$ cat config.mk
export PLATFORM = sky130hd
export DESIGN_NAME = sla_ctrl
export DESIGN_NICKNAME = d
export VERILOG_FILES = /design/src/hw/rtl/sla_pkg.sv /design/src/hw/rtl/sla_ctrl.sv
export SDC_FILE = /design/constraint.sdc
export NUM_CORES = 1
export LEC_CHECK = 0
export BUFFER_PORTS_ARGS = -buffer_cell sky130_fd_sc_hd__buf_2
export CAP_MARGIN = 40
export CORE_MARGIN = 1.5
export CORE_UTILIZATION = 39
export DETAILED_ROUTE_END_ITERATION = 10
export GPL_TIMING_DRIVEN = 0
export HOLD_SLACK_MARGIN = 0.15
export PLACE_DENSITY = 0.6
export SYNTH_ARGS = -nofsm -noshare
export SYNTH_HDL_FRONTEND = slang
export SYNTH_SLANG_ARGS = --single-unit
$ cat constraint.sdc
create_clock -name clk_i -period 4.6 [get_ports clk_i]
set_clock_uncertainty 0.2 [all_clocks]
set_input_delay 0.23 -clock clk_i [delete_from_list [all_inputs] [get_ports clk_i]]
set_output_delay 0.23 -clock clk_i [all_outputs]
set_load 0.05 [all_outputs]
$ cat src/hw/rtl/sla_pkg.sv
`timescale 1ns / 1ps
// ----------------------------------------------------------------------------
// sla_pkg
// Shared types and constants for the sliding lagged autocorrelation block.
// ----------------------------------------------------------------------------
package sla_pkg;

  // Sample width and result format
  localparam int SAMPLE_BITS = 16;
  localparam int COEF_BITS   = 16;
  localparam int FRAC_BITS   = 14;
  localparam int Q_ONE       = 16384;
  localparam int QUOT_BITS   = FRAC_BITS + 1;

  // Configuration port
  localparam int CFG_IDX_BITS  = 4;
  localparam int CFG_DATA_BITS = 16;
  localparam int REG_BITS      = 9;
  localparam int WINDOW_RESET  = 64;
  localparam int LAG_RESET     = 1;

  typedef enum logic [CFG_IDX_BITS-1:0] {
    CFG_WINDOW_LENGTH = 4'd0,
    CFG_LAG           = 4'd1
  } cfg_reg_e;

  // Controller states
  typedef enum logic [3:0] {
    ST_IDLE,
    ST_PROD,
    ST_UPD,
    ST_MUL,
    ST_VAR,
    ST_SQRT,
    ST_DMUL,
    ST_DINIT,
    ST_DIV,
    ST_DONE
  } ctl_state_e;

  // Commands from controller to datapath
  typedef struct packed {
    logic load;
    logic prod;
    logic upd;
    logic mul;
    logic var_calc;
    logic sqrt_step;
    logic dmul;
    logic div_init;
    logic div_step;
    logic out_load;
  } dp_cmd_t;

  // Status from datapath to controller
  typedef struct packed {
    logic out_free;
  } dp_sts_t;

  // Number of root iterations for a given maximum window
  function automatic int sqrt_steps(input int max_window);
    int cw;
    int vw;
    cw = $clog2(max_window + 1);
    vw = cw + (2 * SAMPLE_BITS + cw) + 1;
    return ((vw - 1) / 2) + 1;
  endfunction

endpackage

$ cat src/hw/rtl/sla_ctrl.sv
`timescale 1ns / 1ps
// ----------------------------------------------------------------------------
// sla_ctrl
// Sequencer for one sample: sums, products, two roots, divide, result.
// ----------------------------------------------------------------------------
module sla_ctrl
  import sla_pkg::*;
#(
  parameter int SQRT_STEPS = 26,
  parameter int DIV_STEPS  = 15
) (
  input  logic    clk_i,
  input  logic    rst_ni,
  input  logic    in_valid_i,
  output logic    in_ready_o,
  input  dp_sts_t sts_i,
  output dp_cmd_t cmd_o
);

  localparam int MaxSteps = (SQRT_STEPS > DIV_STEPS) ? SQRT_STEPS : DIV_STEPS;
  localparam int CntW     = $clog2(MaxSteps + 1);

  ctl_state_e      state_q, state_d;
  logic [CntW-1:0] cnt_q, cnt_d;

  // Hold state and step counter
  always_ff @(posedge clk_i or negedge rst_ni) begin
    if (!rst_ni) begin
      state_q <= ST_IDLE;
      cnt_q   <= '0;
    end else begin
      state_q <= state_d;
      cnt_q   <= cnt_d;
    end
  end

  // Next state
  always_comb begin
    state_d = state_q;
    cnt_d   = cnt_q;
    unique case (state_q)
      ST_IDLE:  if (in_valid_i) begin
        state_d = ST_PROD;
      end
      ST_PROD:  state_d = ST_UPD;
      ST_UPD:   state_d = ST_MUL;
      ST_MUL:   state_d = ST_VAR;
      ST_VAR: begin
        state_d = ST_SQRT;
        cnt_d   = '0;
      end
      ST_SQRT: begin
        if (cnt_q == CntW'(SQRT_STEPS - 1)) begin
          state_d = ST_DMUL;
        end else begin
          cnt_d = cnt_q + 1'b1;
        end
      end
      ST_DMUL:  state_d = ST_DINIT;
      ST_DINIT: begin
        state_d = ST_DIV;
        cnt_d   = '0;
      end
      ST_DIV: begin
        if (cnt_q == CntW'(DIV_STEPS - 1)) begin
          state_d = ST_DONE;
        end else begin
          cnt_d = cnt_q + 1'b1;
        end
      end
      ST_DONE:  if (sts_i.out_free) begin
        state_d = ST_IDLE;
      end
      default:  state_d = ST_IDLE;
    endcase
  end

  // Commands
  always_comb begin
    cmd_o      = '0;
    in_ready_o = 1'b0;
    unique case (state_q)
      ST_IDLE: begin
        in_ready_o = 1'b1;
        cmd_o.load = in_valid_i;
      end
      ST_PROD:  cmd_o.prod      = 1'b1;
      ST_UPD:   cmd_o.upd       = 1'b1;
      ST_MUL:   cmd_o.mul       = 1'b1;
      ST_VAR:   cmd_o.var_calc  = 1'b1;
      ST_SQRT:  cmd_o.sqrt_step = 1'b1;
      ST_DMUL:  cmd_o.dmul      = 1'b1;
      ST_DINIT: cmd_o.div_init  = 1'b1;
      ST_DIV:   cmd_o.div_step  = 1'b1;
      ST_DONE:  cmd_o.out_load  = sts_i.out_free;
      default:  cmd_o = '0;
    endcase
  end

endmodule

==> metrics.csv <==
metric,value,unit
FF-to-FF path depth,5,
placed instance count,109,
"Reg clk slew, reported paths",0.05,ns
largest net degree at the start of global routing,11,
core box area,1560,sq um
Layout Cells excl Fill,116,
Setup WS post-layout,2.51,ns
Post-synth EDFFs,0,
Slew Limit Fails,0,
Worst R2R Start,cnt_q[0]$_DFFE_PN0P_,
Post-synth top cells,"dfrtp_1, nor3_1, nor2_1",
Buf/Inv on CP,2,
Worst Hold Depth,4,
Chip Width,44.6,um
unrepaired setup endpoints after global routing,no,
Post-Synth Simple-Gate Area,33.9,%
total grt overflow,0,
die footprint,1990,sq um
main combinational cell family by area after synthesis,simple AND/OR/NAND/NOR gates,
dominant cells by area after synthesis,"dfrtp_1, nor3_1, ha_1, nand2b_1, o21ai_0",
Starting DRT DRC Count,7,
max_slew headroom,71.3,%
Compound-Gate Fraction of Synth Area,17.4,%
slowest CP cell,nor4_1,
Num Clock Sinks,9,
YS warnings,0,
drt drc,0,
multiplexer share of the synthesized area,0,%
Final setup viols,0,
synthesized cell area,676,sq um
worst slew pin tran,0.430,ns
clock latency on the worst-skew pair,0.25,ns
max incr delay on CP,0.42,ns
Site Rows,14,
final core utilization,52.7,%
port bufs,14,
Area Growth Syn to Fin,21.7,%
"Seq/Total Area, Yosys",33.3,%
GPL Wtd Cong,0.837,
fraction of layout cells with a size suffix above 1,24.0,%
synthesized-area fraction occupied by adder cells,5.56,%
R2R Setup Slk,2.52,ns
critical path class,flip-flop to output port,
Gate Count Post-Synth,79,
CP endpoint kind,output port,
hold endpoint,state_q[0]$_DFFE_PN0P_,
status,"complete, no violations",
Hold Crit Class,input pin to flip-flop,
HPWL Detailed,1080,um
number of library cell types mapped by synthesis,32,
CP Launch Type,flip-flop,
die height,44.6,um
Post-Syn Nets,86,
Starting Density,43.3,%
"Hold Vio Cnt, Final",0,
Hold Path Origin,in_valid_i,
root buffer cell,clkbuf_4,
reg2reg end,cnt_q[3]$_DFFE_PN0P_,
Final period util,45.4,%
CTS H-tree depth,1,
first-pass GRT wire length,2440,um
WL per Instance,12.1,um
CP max FO,10,
WL final,1400,um
clock tree buffer depth,2,
Post-Place Setup Slack,2.54,ns
routed vias,625,
initial antenna violation count,0,
Worst EP required,4.17,ns
CTS Buf Count,3,
Via density,5.39,
"flops & latches, synth",9,
setup TNS,0,ns
CTS resizes,0,
final antenna-violating net count,0,
syn avg cell area,8.55,sq um
IO Count,15,
Layout Nets,108,
max cap viols,0,
CTS tree,yes,
top cell type's share of synthesized area,33.3,%
asr flop ratio synth,100,%
ant diodes,0,
critical path arrival,1.66,ns
cell taking the most area after synthesis,dfrtp_1,
Most common cell on crit path,buf_2,
GRT Util Overall,16.7,%
f_max,0.479,GHz
First-pass DRT Iterations,4,
Worst path top cell family by delay,simple AND/OR/NAND/NOR gates,
Post-Synth XOR/XNOR Area,2.59,%
"Top FF cell, synth",dfrtp_1,
vias in the first global route,549,
worst-path cell chain,buf_2 > nor4_1 > and2_1 > buf_2,
Critical Path Stages,4,
final critical-path required period,2.09,ns
[routing by layer]
layer | vias to the layer above | track usage (%) | wire length [um]
li1 | 331 | - | -
met1 | 285 | 25.3 | 739
met2 | 9 | 22.3 | 606
met3 | 0 | 7.35 | 57
met4 | 0 | 1.82 | 0
met5 | - | 0 | 0
[layout by cell type (no fill, tap or decap), types with 2 or more instances in the layout]
cell type / Yosys / routed
nor4_1: 2 / 2
a21oi_1: 3 / 3
nand2b_1: 5 / 5
clkbuf_4: 0 / 3
o21ai_0: 5 / 5
nand2_1: 3 / 3
dfrtp_1: 9 / 9
o41ai_1: 2 / 2
o31ai_1: 2 / 2
inv_1: 3 / 3
nor2_1: 6 / 6
dlygate4sd3_1: 0 / 3
ha_1: 3 / 3
buf_2: 3 / 17
nor3_1: 9 / 9
nand3_1: 3 / 3
buf_6: 2 / 2
and2b_1: 3 / 3
[final cells by class]
cell class	instances	area, sq um
Fill cell	152	737
Multi-Input combinational cell	62	402
Sequential cell	9	225
Timing Repair Buffer	17	100
Buffer	5	37.5
Clock buffer	4	26.3
Tap cell	16	20.0
Inverter	3	11.3
[flip-flops by register name, summed over array words and instances, names as in the netlist]
| register | flops |
|---|---|
| state_q | 4 |
| cnt_q | 5 |
[stage by stage]
step,hold WS (ns),instance area [sq um]
after floorplan,-0.266,676
after global placement,-0.108,766
after detailed placement,-0.109,766
after CTS,0.172,822
after global routing,0.201,822
final,0.177,822
[logic make-up (layout without fill, tap and decap cells)]
| kind of cell | Yosys count | in the layout |
|---|---|---|
| simple gates | 40 | 40 |
| flops | 9 | 9 |
| fa+ha+maj | 3 | 3 |
| compound gates | 17 | 17 |
| buf+inv | 8 | 29 |
| xor+xnor | 2 | 2 |
[how the worst max path moves through the flow]
stage	startpoint	end	slack [ns]
after floorplan	state_q[1]$_DFFE_PN0P_	cmd_o[9]	1.39
after global placement	cnt_q[0]$_DFFE_PN0P_	cnt_q[3]$_DFFE_PN0P_	2.55
after global routing	state_q[1]$_DFFE_PN0P_	cmd_o[9]	2.39
after detailed placement	cnt_q[0]$_DFFE_PN0P_	cnt_q[3]$_DFFE_PN0P_	2.54
after CTS	state_q[1]$_DFFE_PN0P_	cmd_o[9]	2.51
final	state_q[1]$_DFFE_PN0P_	cmd_o[9]	2.51
[timing repair]
action,4_1_cts,5_1_grt
hold buffers,3,0
endpoints found under the hold margin,10,0
buffers inserted,0,0
[worst reg2reg max path, cell delays in order (launching register included)]
cell and delay [ns]:
dfrtp_1 0.43, ha_1 0.21, and4b_1 0.20, a221o_1 0.41, or2_4 0.28, a22o_1 0.23
Power is not shown: default switching activity piles up to over one toggle a cycle in this logic, so the estimate is an artifact.
